**src/hw/rtl/slt_pkg.sv**
```systemverilog
// Shared types and constants of the sprite list tile placer.
// No dependencies; every other file of the block refers to it by scoped names.
package slt_pkg;

    localparam int ROW_W  = 6;   // row count and row index
    localparam int TILE_W = 5;   // tile row field
    localparam int POS_W  = 10;  // screen positions and screen size registers
    localparam int ZX_W   = 5;   // x zoom, 1..16
    localparam int ZY_W   = 8;   // y zoom, 1..128
    localparam int ACC_W  = 12;  // y accumulator in eighths of a line
    localparam int CFG_W  = 10;  // widest configuration register
    localparam int IN_DW  = 48;  // slave tdata width
    localparam int OUT_DW = 40;  // master tdata width

    localparam logic signed [POS_W:0] X_WRAP    = 11'sd496;  // 0x1f0
    localparam logic signed [POS_W:0] X_SPAN    = 11'sd512;  // 0x200
    localparam logic [POS_W-1:0]      Y_BASE    = 10'h200;
    localparam logic [POS_W-1:0]      Y_OFFSET  = 10'd16;
    localparam logic [CFG_W-1:0]      WIDTH_RST  = 10'd320;
    localparam logic [CFG_W-1:0]      HEIGHT_RST = 10'd224;

    // Configuration register indexes.
    localparam logic CFG_SCREEN_WIDTH  = 1'b0;
    localparam logic CFG_SCREEN_HEIGHT = 1'b1;

    typedef enum logic [1:0] {
        ST_IDLE,
        ST_DECODE,
        ST_EMIT
    } t_state;

    // One decoded sprite column, handed from the decoder to the row sequencer.
    typedef struct packed {
        logic [ROW_W-1:0]        rows;
        logic signed [POS_W-1:0] sx;
        logic [POS_W-1:0]        sy;
        logic [ZX_W-1:0]         xzoom;
        logic [ZY_W-1:0]         yzoom;
    } t_entry;

endpackage

```
**src/hw/rtl/sprite_list_tile_placer_core.sv**
```systemverilog
// Sprite list tile placer: one entry in, one word per tile row out.
// An entry occupies the block from acceptance until the row sequencer drains; the sequencer
// emits one tile row per cycle unless the master side applies back-pressure. The entry word is
// registered, decoded, loaded into the sequencer, and each row leaves through an output register.
// Reset (synchronous, active low) clears the chaining state, empties the output register and
// restores the screen size registers to 320 by 224. Depends on slt_pkg, slt_decode, slt_rows.
module sprite_list_tile_placer_core #(
    parameter int MAX_ROWS = 32
) (
    input  logic                         i_clk,
    input  logic                         i_rst_n,
    // Configuration write port: index 0 screen width, index 1 screen height.
    input  logic                         i_cfg_wr_en,
    input  logic                         i_cfg_index,
    input  logic [slt_pkg::CFG_W-1:0]    i_cfg_data,
    // Sprite list entries.
    input  logic                         s_axis_tvalid,
    output logic                         s_axis_tready,
    // Fields from bit 0: zoom_word[15:0], y_word[31:16], x_word[47:32].
    input  logic [slt_pkg::IN_DW-1:0]    s_axis_tdata,
    // Fields from bit 0: frame_start[0].
    input  logic                         s_axis_tuser,
    // Tile rows.
    output logic                         m_axis_tvalid,
    input  logic                         m_axis_tready,
    // Fields from bit 0: tile_row[4:0], x_pos[14:5], y_pos[24:15],
    // x_scale[29:25], y_scale[34:30], on_screen[35], zero[39:36].
    output logic [slt_pkg::OUT_DW-1:0]   m_axis_tdata,
    // Marks the final tile row of an entry.
    output logic                         m_axis_tlast
);

    // The sequence per entry is: accept the word while idle, decode it in the decode state (which
    // also commits the chaining state), then let the row sequencer drain any rows it has.
    slt_pkg::t_state r_state, n_state;

    logic [slt_pkg::CFG_W-1:0] r_width;
    logic [slt_pkg::CFG_W-1:0] r_height;
    logic [15:0]               r_zoom_word;
    logic [15:0]               r_y_word;
    logic [15:0]               r_x_word;
    logic                      r_frame_start;

    logic                      w_accept;
    logic                      w_load;
    logic                      w_busy;
    slt_pkg::t_entry           w_entry;

    assign w_accept = s_axis_tvalid && s_axis_tready;

    // Next state.
    always_comb begin
        n_state = r_state;
        case (r_state)
            slt_pkg::ST_IDLE: begin
                if (w_accept) begin
                    n_state = slt_pkg::ST_DECODE;
                end
            end
            slt_pkg::ST_DECODE: begin
                // An entry without rows has nothing to emit.
                n_state = (w_entry.rows == '0) ? slt_pkg::ST_IDLE : slt_pkg::ST_EMIT;
            end
            slt_pkg::ST_EMIT: begin
                if (!w_busy) begin
                    n_state = slt_pkg::ST_IDLE;
                end
            end
            default: begin
                n_state = slt_pkg::ST_IDLE;
            end
        endcase
    end

    // State outputs.
    always_comb begin
        s_axis_tready = 1'b0;
        w_load        = 1'b0;
        case (r_state)
            slt_pkg::ST_IDLE:   s_axis_tready = 1'b1;
            slt_pkg::ST_DECODE: w_load        = 1'b1;
            slt_pkg::ST_EMIT:   s_axis_tready = 1'b0;
            default:            s_axis_tready = 1'b0;
        endcase
    end

    always_ff @(posedge i_clk) begin
        if (!i_rst_n) begin
            r_state <= slt_pkg::ST_IDLE;
        end else begin
            r_state <= n_state;
        end
    end

    // Screen size registers.
    always_ff @(posedge i_clk) begin
        if (!i_rst_n) begin
            r_width  <= slt_pkg::WIDTH_RST;
            r_height <= slt_pkg::HEIGHT_RST;
        end else if (i_cfg_wr_en) begin
            case (i_cfg_index)
                slt_pkg::CFG_SCREEN_WIDTH:  r_width  <= i_cfg_data;
                slt_pkg::CFG_SCREEN_HEIGHT: r_height <= i_cfg_data;
                default:                    r_width  <= r_width;
            endcase
        end
    end

    // The accepted entry is held here while it is decoded.
    always_ff @(posedge i_clk) begin
        if (w_accept) begin
            r_zoom_word   <= s_axis_tdata[15:0];
            r_y_word      <= s_axis_tdata[31:16];
            r_x_word      <= s_axis_tdata[47:32];
            r_frame_start <= s_axis_tuser;
        end
    end

    slt_decode #(
        .MAX_ROWS (MAX_ROWS)
    ) u_decode (
        .i_clk         (i_clk),
        .i_rst_n       (i_rst_n),
        .i_commit      (w_load),
        .i_zoom_word   (r_zoom_word),
        .i_y_word      (r_y_word),
        .i_x_word      (r_x_word),
        .i_frame_start (r_frame_start),
        .o_entry       (w_entry)
    );

    slt_rows u_rows (
        .i_clk         (i_clk),
        .i_rst_n       (i_rst_n),
        .i_load        (w_load),
        .i_entry       (w_entry),
        .i_width       (r_width),
        .i_height      (r_height),
        .o_busy        (w_busy),
        .m_axis_tvalid (m_axis_tvalid),
        .m_axis_tready (m_axis_tready),
        .m_axis_tdata  (m_axis_tdata),
        .m_axis_tlast  (m_axis_tlast)
    );

endmodule

```
**src/hw/rtl/slt_decode.sv**
```systemverilog
// Entry decoder: zoom extraction, chaining to the previous entry and x wrap.
// Holds the previous-entry state. Depends on slt_pkg.
module slt_decode #(
    parameter int MAX_ROWS = 32
) (
    input  logic                i_clk,
    input  logic                i_rst_n,
    input  logic                i_commit,
    input  logic [15:0]         i_zoom_word,
    input  logic [15:0]         i_y_word,
    input  logic [15:0]         i_x_word,
    input  logic                i_frame_start,
    output slt_pkg::t_entry     o_entry
);

    localparam logic [slt_pkg::ROW_W-1:0] ROW_MAX = slt_pkg::ROW_W'(MAX_ROWS);

    logic [slt_pkg::ROW_W-1:0]        r_prev_rows;
    logic signed [slt_pkg::POS_W-1:0] r_prev_x;
    logic [slt_pkg::POS_W-1:0]        r_prev_y;
    logic [slt_pkg::ZX_W-1:0]         r_prev_xzoom;

    logic [slt_pkg::ROW_W-1:0]        w_prev_rows;
    logic signed [slt_pkg::POS_W-1:0] w_prev_x;
    logic [slt_pkg::POS_W-1:0]        w_prev_y;
    logic [slt_pkg::ZX_W-1:0]         w_prev_xzoom;
    logic signed [slt_pkg::POS_W:0]   w_sx;
    logic [slt_pkg::ROW_W-1:0]        w_rows;

    always_comb begin
        // A frame start sees the cleared state.
        w_prev_rows  = i_frame_start ? '0 : r_prev_rows;
        w_prev_x     = i_frame_start ? '0 : r_prev_x;
        w_prev_y     = i_frame_start ? '0 : r_prev_y;
        w_prev_xzoom = i_frame_start ? '0 : r_prev_xzoom;

        o_entry.xzoom = {1'b0, i_zoom_word[11:8]} + 5'd1;
        o_entry.yzoom = {1'b0, i_zoom_word[6:0]} + 8'd1;

        w_rows = i_y_word[5:0];
        if (w_rows > ROW_MAX) begin
            w_rows = ROW_MAX;
        end

        if (i_y_word[6]) begin
            o_entry.rows = w_prev_rows;
            w_sx = $signed({w_prev_x[slt_pkg::POS_W-1], w_prev_x})
                 + $signed({6'b0, w_prev_xzoom});
            o_entry.sy = w_prev_y;
        end else begin
            o_entry.rows = w_rows;
            w_sx = $signed({2'b0, i_x_word[15:7]});
            o_entry.sy = slt_pkg::Y_BASE - {1'b0, i_y_word[15:7]};
        end

        // Columns at the right edge wrap to small negative x.
        if (w_sx >= slt_pkg::X_WRAP) begin
            w_sx = w_sx - slt_pkg::X_SPAN;
        end
        o_entry.sx = w_sx[slt_pkg::POS_W-1:0];
    end

    always_ff @(posedge i_clk) begin
        if (!i_rst_n) begin
            r_prev_rows  <= '0;
            r_prev_x     <= '0;
            r_prev_y     <= '0;
            r_prev_xzoom <= '0;
        end else if (i_commit) begin
            r_prev_rows  <= o_entry.rows;
            r_prev_x     <= o_entry.sx;
            r_prev_y     <= o_entry.sy;
            r_prev_xzoom <= o_entry.xzoom;
        end
    end

endmodule

```
**src/hw/rtl/slt_rows.sv**
```systemverilog
// Row sequencer: one shared accumulator adds the y zoom once per tile row.
// Drives the master stream through an output register. Depends on slt_pkg.
module slt_rows (
    input  logic                             i_clk,
    input  logic                             i_rst_n,
    input  logic                             i_load,
    input  slt_pkg::t_entry                  i_entry,
    input  logic [slt_pkg::CFG_W-1:0]        i_width,
    input  logic [slt_pkg::CFG_W-1:0]        i_height,
    output logic                             o_busy,
    output logic                             m_axis_tvalid,
    input  logic                             m_axis_tready,
    // Fields from bit 0: tile_row[4:0], x_pos[14:5], y_pos[24:15],
    // x_scale[29:25], y_scale[34:30], on_screen[35], zero[39:36].
    output logic [slt_pkg::OUT_DW-1:0]       m_axis_tdata,
    output logic                             m_axis_tlast
);

    logic                             r_busy, n_busy;
    logic                             r_valid, n_valid;
    logic [slt_pkg::ROW_W-1:0]        r_row, n_row;
    logic [slt_pkg::ROW_W-1:0]        r_rows;
    logic [slt_pkg::ACC_W-1:0]        r_acc, n_acc;
    logic signed [slt_pkg::POS_W-1:0] r_sx;
    logic [slt_pkg::ZX_W-1:0]         r_xzoom;
    logic [slt_pkg::ZY_W-1:0]         r_yzoom;
    logic [slt_pkg::OUT_DW-1:0]       r_data;
    logic                             r_last;

    logic                             w_adv;
    logic                             w_last;
    logic signed [slt_pkg::POS_W-1:0] w_yy;
    logic                             w_vis;

    assign w_adv  = r_busy && (!r_valid || m_axis_tready);
    assign w_last = (r_row == r_rows - 6'd1);
    assign w_yy   = $signed({1'b0, r_acc[slt_pkg::ACC_W-1:3]} - slt_pkg::Y_OFFSET);
    assign w_vis  = ($signed({r_sx[slt_pkg::POS_W-1], r_sx}) < $signed({1'b0, i_width}))
                 && ($signed({w_yy[slt_pkg::POS_W-1], w_yy}) < $signed({1'b0, i_height}));

    always_comb begin
        n_busy  = r_busy;
        n_row   = r_row;
        n_acc   = r_acc;
        n_valid = r_valid;
        if (m_axis_tready) begin
            n_valid = 1'b0;
        end
        if (i_load) begin
            n_busy = (i_entry.rows != '0);
            n_row  = '0;
            n_acc  = {i_entry.sy[8:0], 3'b000};
        end else if (w_adv) begin
            n_valid = 1'b1;
            n_row   = r_row + 6'd1;
            n_acc   = r_acc + {4'b0, r_yzoom};
            if (w_last) begin
                n_busy = 1'b0;
            end
        end
    end

    always_ff @(posedge i_clk) begin
        if (!i_rst_n) begin
            r_busy  <= 1'b0;
            r_valid <= 1'b0;
            r_row   <= '0;
            r_acc   <= '0;
        end else begin
            r_busy  <= n_busy;
            r_valid <= n_valid;
            r_row   <= n_row;
            r_acc   <= n_acc;
        end
    end

    always_ff @(posedge i_clk) begin
        if (i_load) begin
            r_rows  <= i_entry.rows;
            r_sx    <= i_entry.sx;
            r_xzoom <= i_entry.xzoom;
            r_yzoom <= i_entry.yzoom;
        end
        if (w_adv) begin
            r_data <= {4'b0, w_vis, r_yzoom[7:3] & 5'h1f, r_xzoom, w_yy, r_sx,
                       r_row[slt_pkg::TILE_W-1:0]};
            r_last <= w_last;
        end
    end

    assign o_busy        = r_busy;
    assign m_axis_tvalid = r_valid;
    assign m_axis_tdata  = r_data;
    assign m_axis_tlast  = r_last;

endmodule
```
**config.mk**
```make
export PLATFORM = sky130hd
export DESIGN_NAME = sprite_list_tile_placer_core
export DESIGN_NICKNAME = d
export VERILOG_FILES = /design/src/hw/rtl/slt_pkg.sv /design/src/hw/rtl/sprite_list_tile_placer_core.sv /design/src/hw/rtl/slt_decode.sv /design/src/hw/rtl/slt_rows.sv
export SDC_FILE = /design/constraint.sdc
export NUM_CORES = 1
export LEC_CHECK = 0
export ABC_AREA = 1
export BUFFER_PORTS_ARGS = -buffer_cell sky130_fd_sc_hd__clkbuf_2
export CORE_MARGIN = 4
export CORE_UTILIZATION = 45
export DETAILED_ROUTE_END_ITERATION = 6
export PLACE_DENSITY = 0.7
export SLEW_MARGIN = 25
export SYNTH_ARGS = -nofsm -noshare
export SYNTH_HDL_FRONTEND = slang
export SYNTH_HIERARCHICAL = 1
export SYNTH_SLANG_ARGS = --single-unit
export TNS_END_PERCENT = 10
```
**constraint.sdc**
```tcl
create_clock -name i_clk -period 14.5 [get_ports i_clk]
set_clock_uncertainty 0.15 [all_clocks]
set_input_delay 3.625 -clock i_clk [delete_from_list [all_inputs] [get_ports i_clk]]
set_output_delay 3.625 -clock i_clk [all_outputs]
set_load 0.03 [all_outputs]
```
==> results.ini, run 1 <==
[hold_path]
hp-start=u_rows/r_xzoom[0]
hold_end=u_rows/m_axis_tdata[25]
hold_path_class=reg2reg
hold_depth=0

[timing]
clock.fmax_mhz=186
hold_violations=0
grt_setup_unrepaired=false
min_period_over_period=0.371
setup_violations=0
fin_crit_ns=5.38
slew_headroom=0.416
slew_violations=0
final.setup.tns_ns=0
setup_ws_ns=9.12
worst_slew_pin_slew_ns=0.871

[power_and_ir_drop]
cellLeakagePower_nw=4.28
powerDensity_mw_per_mm2=121
ir_worst_vdd_uv=84.0

[critical_path]
path_delay_family=buffers and inverters
path_max_fanout=28
crit_slowest_cell=clkinv_1
rr_endpoint=u_rows/o_busy
end_kind=flop
slowest_delay_ns=0.88
r2r_setup_slack_ns=11.64
critPathLaunchType=input pin
path_class=in2reg
cp_cell_sequence=clkbuf_2 > clkinv_1 > a21oi_1 > o21ai_0 > inv_1
worst-path-buf-inv=3
rr_worst_depth=5
cp.required_ns=14.72
crit_arrival_ns=5.60
r2r_start=r_y_word[6]

[synthesis]
syn_avg_cell_area_sq_um=9.01
synth_area_sq_mm=0.00832
syn-instance-count=923
ys.warnings.count=6

[clock_tree]
cts_hold_buf=0
clk_pin_slew_ns=0.07
clock_path_buffers=2
cts_tree=yes
cts_resized=0
h-tree-depth=4
clk_latency_ns=0.42
cts_sinks=175
numCtsBuffers=17
cts_setup_buffers=0
clockRootBuffer=clkbuf_16

[floorplanning]
initial_core_util=0.460
die-area_sq_mm=0.0207
core_area_sq_mm=0.0181
die_x_um=144
die_y_um=144
row_count=49
ios=108

[placed_design]
port_buffers=91
place_hpwl_um=12200
dpl_cell_area_sq_mm=0.00897
globalplace.congestion=0.874
post-place-ws_ns=8.67

[drt]
antenna_left=0
dr.pass1.iters=5
viasPerCell=4.92
wl_per_cell_um=13.5
drt_iter0_drc=478
drc=0
vias=6184
wirelength_um=17000

[layout]
postLayoutCellArea_sq_mm=0.00953
fillers=1621
mostFrequentLayoutCell=inv_1
layout-drive-gt1-share=0.165
diodes=0
area_delta_synth_final_pct=14.7
nNetsFinal=1116
final_cell_mix=inv_1, nand2_1, edfxtp_1, nor2_1, clkbuf_2

[global_routing]
grt_max_degree=55
grt_pass1_wl_um=27600
antenna_found_initial=0
grt-ovfl-total=0
track_usage=0.170
grt_pass1_vias=5726

[outcome]
status=finished clean

[run]
drv_cap=0

## metrics by stage
stage / util / instances / total power (W) / hold WS, ns
CTS: 0.527 / 1256 / 0.00116 / 0.265
floorplan: - / 926 / 0.000687 / 0.250
global placement: 0.496 / 1224 / 0.000723 / 0.251
finish: 0.527 / 1256 / 0.00115 / 0.268
global route: 0.527 / 1256 / 0.00121 / 0.274
detailed placement: 0.496 / 1224 / 0.000728 / 0.257
## power by group
part / switching, W / total [W] / leakage (nW) / internal, W
sequential: 0.0000183 / 0.000580 / 1.56 / 0.000561
clock: 0.000194 / 0.000433 / 0.272 / 0.000239
combinational: 0.0000918 / 0.000138 / 2.46 / 0.0000459
## state kept, by name, indices dropped and copies added (netlist names), 10 cells and up
register and cells:
u_rows/m_axis_tdata 36, r_width 10, u_decode/r_prev_x 10, r_zoom_word 11, r_y_word 16, u_rows/r_acc 12, r_height 10, u_rows/r_sx 10
## routing by layer
layer  global-route usage  vias up  share of wire  wire length [um]
li1                     -     3201              -                 -
met1                0.222     2813           0.45              7700
met2                0.277      139           0.47              7980
met3               0.0326       31          0.051               863
met4               0.0694        0          0.024               404
met5                    0        -              0                 0
## final cells by class
| class | count | area [sq um] | area share |
|---|---|---|---|
| Timing Repair Buffer | 95 | 485 | 0.0509 |
| Tap cell | 229 | 287 | 0.0301 |
| Clock inverter | 15 | 140 | 0.0147 |
| Sequential cell | 175 | 4530 | 0.476 |
| Clock buffer | 17 | 425 | 0.0446 |
| Multi-Input combinational cell | 559 | 3040 | 0.319 |
| Inverter | 166 | 626 | 0.0656 |
## worst reg2reg max path, delay by kind of cell, from the launching register on
family                 cells  cell delay, ns
and+or+nand+nor            1            0.10
AOI/OAI and AO/OA          3            1.04
DFF                        1            0.89
buffers and inverters      1            0.59
## worst max-delay path by stage
stage / from / to / slack, ns / cells after the start
4_1_cts: i_rst_n / u_decode/r_prev_xzoom[2] / 9.13 / 5
3_3_place_gp: i_rst_n / u_decode/r_prev_xzoom[3] / 8.80 / 5
6_report: i_rst_n / u_decode/r_prev_xzoom[2] / 9.12 / 5
3_5_place_dp: i_rst_n / u_decode/r_prev_xzoom[2] / 8.67 / 5
2_1_floorplan: s_axis_tvalid / r_frame_start / 7.68 / 2
5_1_grt: i_rst_n / u_decode/r_prev_xzoom[2] / 8.93 / 5
Note: power is estimated with default switching activity, not from simulation.
==> run 2, diff against run 1 <==
--- a/config.mk
+++ b/config.mk
@@ -5,12 +5,12 @@
 export SDC_FILE = /design/constraint.sdc
 export NUM_CORES = 1
 export LEC_CHECK = 0
-export ABC_AREA = 1
+export ABC_AREA = 0
 export BUFFER_PORTS_ARGS = -buffer_cell sky130_fd_sc_hd__clkbuf_2
 export CORE_MARGIN = 4
 export CORE_UTILIZATION = 45
 export DETAILED_ROUTE_END_ITERATION = 6
-export PLACE_DENSITY = 0.7
+export PLACE_DENSITY = 0.73
 export SLEW_MARGIN = 25
 export SYNTH_ARGS = -nofsm -noshare
 export SYNTH_HDL_FRONTEND = slang
==> constraint.sdc (replaced) <==
create_clock -name i_clk -period 4.4 [get_ports i_clk]
set_clock_uncertainty 0.15 [all_clocks]
set_input_delay 1.1 -clock i_clk [delete_from_list [all_inputs] [get_ports i_clk]]
set_output_delay 1.1 -clock i_clk [all_outputs]
set_load 0.03 [all_outputs]
==> run 2 against run 1 <==
Die area is 3.3% lower. Register-to-register slack worse by 10 ns. Critical path depth grew 5. Clock power rose to 3.6 times the previous value. Synthesized cell count down 23%. Power rose to 3.4 times the previous value. Core utilization grew 0.52 points. First-iteration DRC count fell by 42%. Flip-flop and latch count stayed put. Wire length shrank 5.2%. Critical path type is now reg2reg. Highest routed layer unchanged.
==> results.ini, run 2 <==
[global_routing]
grt_pass1_wl_um=26500  ; was 27600 um
grt_pass1_vias=5307  ; was 5726
antenna_found_initial=0  ; unchanged
grt-ovfl-total=0  ; unchanged
grt_max_degree=53  ; was 55
track_usage=0.167  ; was 0.170

[clock_tree]
cts_sinks=175  ; unchanged
cts_resized=0  ; unchanged
cts_tree=yes  ; unchanged
cts_hold_buf=0  ; unchanged
clk_latency_ns=0.42  ; about the same
h-tree-depth=4  ; unchanged
clk_pin_slew_ns=0.07  ; about the same
clockRootBuffer=clkbuf_16  ; unchanged
clock_path_buffers=2  ; unchanged
numCtsBuffers=17  ; unchanged
cts_setup_buffers=0  ; unchanged

[timing]
grt_setup_unrepaired=false  ; unchanged
worst_slew_pin_slew_ns=1.00  ; was 0.871 ns
clock.fmax_mhz=309
slew_violations=0  ; unchanged
fin_crit_ns=3.24
min_period_over_period=0.737
hold_violations=0  ; unchanged
final.setup.tns_ns=0  ; unchanged
whs_ns=0.274  ; was 0.268 ns
slew_headroom=0.331  ; was 0.416
setup_violations=0  ; unchanged

[synthesis]
syn_avg_cell_area_sq_um=11.3  ; was 9.01 sq um
syn-instance-count=711  ; was 923
ys.warnings.count=6  ; unchanged
synth_area_sq_mm=0.00803  ; was 0.00832 sq mm

[critical_path]
slowest_delay_ns=0.76  ; was 0.88 ns
path_max_fanout=27  ; was 28
path_delay_family=compound AO/OA/AOI/OAI gates  ; was buffers and inverters
critPathLaunchType=flop  ; was input pin
cp.required_ns=4.60  ; was 14.72 ns
crit_slowest_cell=edfxtp_1  ; was clkinv_1
crit_arrival_ns=3.44  ; was 5.60 ns
cp_cell_sequence=nor2b_1 > ha_1 > inv_1 > fa_1 > nor2b_4 > o211ai_1 > a21oi_1 > o22ai_1 > a2111o_1 > a31oi_1  ; was clkbuf_2 > clkinv_1 > a21oi_1 > o21ai_0 > inv_1
end_kind=flop  ; unchanged
worst-path-buf-inv=1  ; was 3
path_class=reg2reg  ; was in2reg

[power_and_ir_drop]
p_clk_frac=0.397  ; was 0.376
swShare=0.250  ; was 0.265
ir_worst_vdd_uv=241  ; was 84.0 uV
p_int_w=0.00292  ; was 0.000846 W
switching_power_w=0.000974  ; was 0.000304 W
share_comb_of_total_power=0.113  ; was 0.120
powerDensity_mw_per_mm2=420  ; was 121 mW/mm^2
p_seq_frac=0.490  ; was 0.504
cellLeakagePower_nw=3.62  ; was 4.28 nW

[layout]
area_delta_synth_final_pct=15.5  ; was 14.7%
mostFrequentLayoutCell=edfxtp_1  ; was inv_1
nNetsFinal=902  ; was 1116
seqCellArea_sq_mm=0.00453  ; unchanged
largest_reg_flops=36  ; unchanged
fillers=1546  ; was 1621
multiInputGateArea_sq_mm=0.00318  ; was 0.00304 sq mm
utilization=0.532  ; was 0.527
layout-drive-gt1-share=0.192  ; was 0.165
final_cell_mix=edfxtp_1, clkbuf_2, nand2_1, dfxtp_1, nor2_1  ; was inv_1, nand2_1, edfxtp_1, nor2_1, clkbuf_2
diodes=0  ; unchanged

[placed_design]
port_buffers=91  ; unchanged
place_hpwl_um=11600  ; was 12200 um
globalplace.congestion=0.839  ; was 0.874

[floorplanning]
row_count=48  ; was 49
die_x_um=142  ; was 144 um
core_area_sq_mm=0.0174  ; was 0.0181 sq mm
ios=108  ; unchanged
die-area_sq_mm=0.0200  ; was 0.0207 sq mm
initial_core_util=0.461  ; was 0.460
die_y_um=142  ; was 144 um

[drt]
antenna_left=0  ; unchanged
wl_per_cell_um=15.5  ; was 13.5 um
drt_iter0_drc=275  ; was 478
viasPerCell=5.21  ; was 4.92
vias=5406  ; was 6184
dr.pass1.iters=5  ; unchanged
wirelength_um=16100  ; was 17000 um
drc=0  ; unchanged

[hold_path]
hold_path_class=reg2reg  ; unchanged

[outcome]
status=finished clean  ; unchanged

[run]
drv_cap=0  ; unchanged

## run 2: cell types whose count changed in the layout (fill, tap and decap cells not counted), moves of 15 or more
cell | previous run | this run
nand3_1 | 68 | 18
mux2i_1 | 0 | 18
nand2_1 | 141 | 85
inv_1 | 155 | 41
a21boi_0 | 0 | 15
nor2_1 | 96 | 43
a21oi_1 | 56 | 25
o21ai_0 | 48 | 14
o21ai_1 | 20 | 1
xnor2_1 | 2 | 17
nand2b_1 | 0 | 18
## run 2: area by class of cell
type / instances / area share
clock buffer: 18 / 0.0463
clock inverter: 14 / 0.0190
inverter: 44 / 0.0178
multi-input combinational: 464 / 0.343
sequential: 175 / 0.489
tap: 225 / 0.0304
timing repair buffer: 98 / 0.0548
## run 2: through the flow
stage	area, sq um	setup WS (ns)	power (W)	cells
after floorplan	8040	1.32	0.00225	714
after global placement	8670	1.27	0.00237	1006
after detailed placement	8670	1.22	0.00238	1006
after CTS	9270	1.18	0.00394	1038
after global routing	9270	0.958	0.00408	1038
final	9270	1.16	0.00389	1038
## run 2: metal layers
layer,vias up,global-route usage,wire length (um)
met5,-,0,0
met2,141,0.266,7460
met1,2518,0.230,7640
met3,19,0.0371,707
met4,0,0.0530,270
li1,2728,-,-
## run 2: path summary, 6_finish.rpt
| check | start | to | slack, ns | cells after the start |
|---|---|---|---|---|
| setup / recovery | r_frame_start | u_decode/r_prev_x[9] | 1.16 | 10 |
| setup reg to reg | r_frame_start | u_decode/r_prev_x[9] | 1.16 | 10 |
| hold reg to reg | u_rows/r_xzoom[4] | u_rows/m_axis_tdata[29] | 0.27 | 0 |
| hold / removal | u_rows/r_xzoom[4] | u_rows/m_axis_tdata[29] | 0.27 | 0 |
## run 2: power groups by stage
stage | clock network [W] | registers [W] | logic, W
2_1_floorplan | 0 | 0.00195 | 0.000302
3_3_place_gp | 0 | 0.00194 | 0.000428
3_5_place_dp | 0 | 0.00195 | 0.000437
4_1_cts | 0.00159 | 0.00191 | 0.000441
5_1_grt | 0.00167 | 0.00192 | 0.000491
6_report | 0.00155 | 0.00191 | 0.000438
==> run 3, diff against run 2 <==
==> constraint.sdc (replaced) <==
create_clock -name i_clk -period 2.95 [get_ports i_clk]
set_clock_uncertainty 0.15 [all_clocks]
set_input_delay 0.7375 -clock i_clk [delete_from_list [all_inputs] [get_ports i_clk]]
set_output_delay 0.7375 -clock i_clk [all_outputs]
set_load 0.03 [all_outputs]
==> run 3 against run 2 <==
Power is 47% higher. Wire length is 2.3% higher. Largest cell class unchanged. Cell count is 0.96% higher. Clock power is 41% higher. Critical path depth stayed put. Flip-flop and latch count stayed put. Sequential share of layout area is 0.27 points lower.
==> results.ini, run 3 (synthesized netlist as in run 2, its figures left out) <==
[outcome]
status=finished clean  ; unchanged

[drt]
wl_per_cell_um=15.7  ; was 15.5 um
dr.pass1.iters=5  ; unchanged
drt_iter0_drc=345  ; was 275
viasPerCell=5.27  ; was 5.21
drc=0  ; unchanged
antenna_left=0  ; unchanged
vias=5527  ; was 5406
wirelength_um=16400  ; was 16100 um

[layout]
layout-drive-gt1-share=0.198  ; was 0.192
mostFrequentLayoutCell=edfxtp_1  ; unchanged
final_cell_mix=edfxtp_1, clkbuf_2, nand2_1, dfxtp_1, nor2_1  ; unchanged
diodes=0  ; unchanged
largest_reg_flops=36  ; unchanged
nNetsFinal=913  ; was 902
area_delta_synth_final_pct=16.1  ; was 15.5%

[critical_path]
path_delay_family=compound AO/OA/AOI/OAI gates  ; unchanged
end_kind=flop  ; unchanged
cp.required_ns=3.15  ; was 4.60 ns
path_max_fanout=6  ; was 27
critPathLaunchType=flop  ; unchanged
worst-path-buf-inv=1  ; unchanged
crit_slowest_cell=edfxtp_1  ; unchanged
path_class=reg2reg  ; unchanged
slowest_delay_ns=0.47  ; was 0.76 ns
crit_arrival_ns=2.97  ; was 3.44 ns
cp_cell_sequence=nor2b_1 > ha_1 > inv_1 > fa_1 > nor2b_4 > o211ai_1 > a21oi_1 > o22ai_1 > a2111o_1 > a31oi_1  ; unchanged

[run]
drv_cap=0  ; unchanged

[floorplanning]
initial_core_util=0.461  ; unchanged
die-area_sq_mm=0.0200  ; unchanged
ios=108  ; unchanged
row_count=48  ; unchanged
core_area_sq_mm=0.0174  ; unchanged
die_x_um=142  ; unchanged
die_y_um=142  ; unchanged

[timing]
worst_slew_pin_slew_ns=0.696  ; was 1.00 ns
setup_violations=0  ; unchanged
hold_violations=0  ; unchanged
slew_violations=0  ; unchanged
grt_setup_unrepaired=false  ; unchanged
slew_headroom=0.535  ; was 0.331
whs_ns=0.269  ; was 0.274 ns
clock.fmax_mhz=360  ; was 309 MHz
min_period_over_period=0.941  ; was 0.737
final.setup.tns_ns=0  ; unchanged
fin_crit_ns=2.78  ; was 3.24 ns

[power_and_ir_drop]
ir_worst_vdd_uv=445  ; was 241 uV
p_clk_frac=0.384  ; was 0.397
p_int_w=0.00430  ; was 0.00292 W
share_comb_of_total_power=0.119  ; was 0.113
powerDensity_mw_per_mm2=613  ; was 420 mW/mm^2
swShare=0.247  ; was 0.250
cellLeakagePower_nw=3.65  ; was 3.62 nW
p_seq_frac=0.497  ; was 0.490
switching_power_w=0.00141  ; was 0.000974 W

[placed_design]
port_buffers=91  ; unchanged
place_hpwl_um=11900  ; was 11600 um
globalplace.congestion=0.889  ; was 0.839

[global_routing]
grt_pass1_wl_um=27000  ; was 26500 um
grt-ovfl-total=0  ; unchanged
track_usage=0.169  ; was 0.167
antenna_found_initial=0  ; unchanged
grt_max_degree=43  ; was 53
grt_pass1_vias=5427  ; was 5307

[clock_tree]
clockRootBuffer=clkbuf_16  ; unchanged
clk_pin_slew_ns=0.06  ; was 0.07 ns
cts_resized=0  ; unchanged
cts_sinks=175  ; unchanged
numCtsBuffers=17  ; unchanged
clk_latency_ns=0.42  ; about the same
clock_path_buffers=2  ; unchanged
cts_tree=yes  ; unchanged
h-tree-depth=4  ; unchanged

[hold_path]
hold_path_class=reg2reg  ; unchanged

## run 3: changes by cell type in the layout (fill, tap and decap cells not counted), moves of 2 or more
cell / before / now
buf_4: 7 / 18
clkbuf_8: 0 / 2
clkinv_1: 1 / 3
clkinv_2: 3 / 1
clkinv_4: 0 / 3
inv_6: 6 / 0
## run 3: layout make-up
type / count / area, sq um
clock buffers: 21 / 460
clock inverters: 10 / 114
fillers: 1516 / 8090
inverters: 44 / 165
multi-input cells: 464 / 3180
flip-flops and latches: 175 / 4530
well taps: 225 / 282
repair buffers: 109 / 591
## run 3: path summary, 6_finish.rpt
path                           from                 endpoint  slack, ns  depth (start not counted)
setup / recovery      r_frame_start     u_decode/r_prev_x[9]       0.17                         10
hold / removal    u_rows/r_xzoom[2]  u_rows/m_axis_tdata[27]       0.27                          0
setup reg to reg      r_frame_start     u_decode/r_prev_x[9]       0.17                         10
hold reg to reg   u_rows/r_xzoom[2]  u_rows/m_axis_tdata[27]       0.27                          0
## run 3: per-layer routing
metal | part of all wire | vias up | routed length [um] | GRT usage
met4 | 0.018 | 0 | 293 | 0.0540
met2 | 0.46 | 133 | 7580 | 0.261
met1 | 0.48 | 2624 | 7810 | 0.235
met5 | 0 | - | 0 | 0
li1 | - | 2744 | - | -
met3 | 0.046 | 26 | 756 | 0.0418
## run 3: repair_timing
item                                    4_1_cts  5_1_grt
hold buffers                                  0        0
endpoints found under the setup margin        0        1
setup buffers                                 0        2
## run 3: per-stage QoR
step	setup slack [ns]	instance area (sq um)	cells	utilization	total power [W]
after floorplan	0.198	8040	714	-	0.00336
after global placement	0.265	8730	1015	0.502	0.00355
after detailed placement	0.192	8730	1015	0.502	0.00357
after CTS	0.161	9310	1046	0.534	0.00577
after global routing	0.00415	9320	1048	0.535	0.00597
final	0.175	9320	1048	0.535	0.00572
## run 3: power by group through the flow
stage / clock network [W] / logic [W] / registers [W]
after global placement: 0 / 0.000664 / 0.00289
final: 0.00219 / 0.000682 / 0.00284
after global routing: 0.00235 / 0.000768 / 0.00285
after detailed placement: 0 / 0.000681 / 0.00289
after floorplan: 0 / 0.000450 / 0.00291
after CTS: 0.00224 / 0.000685 / 0.00284
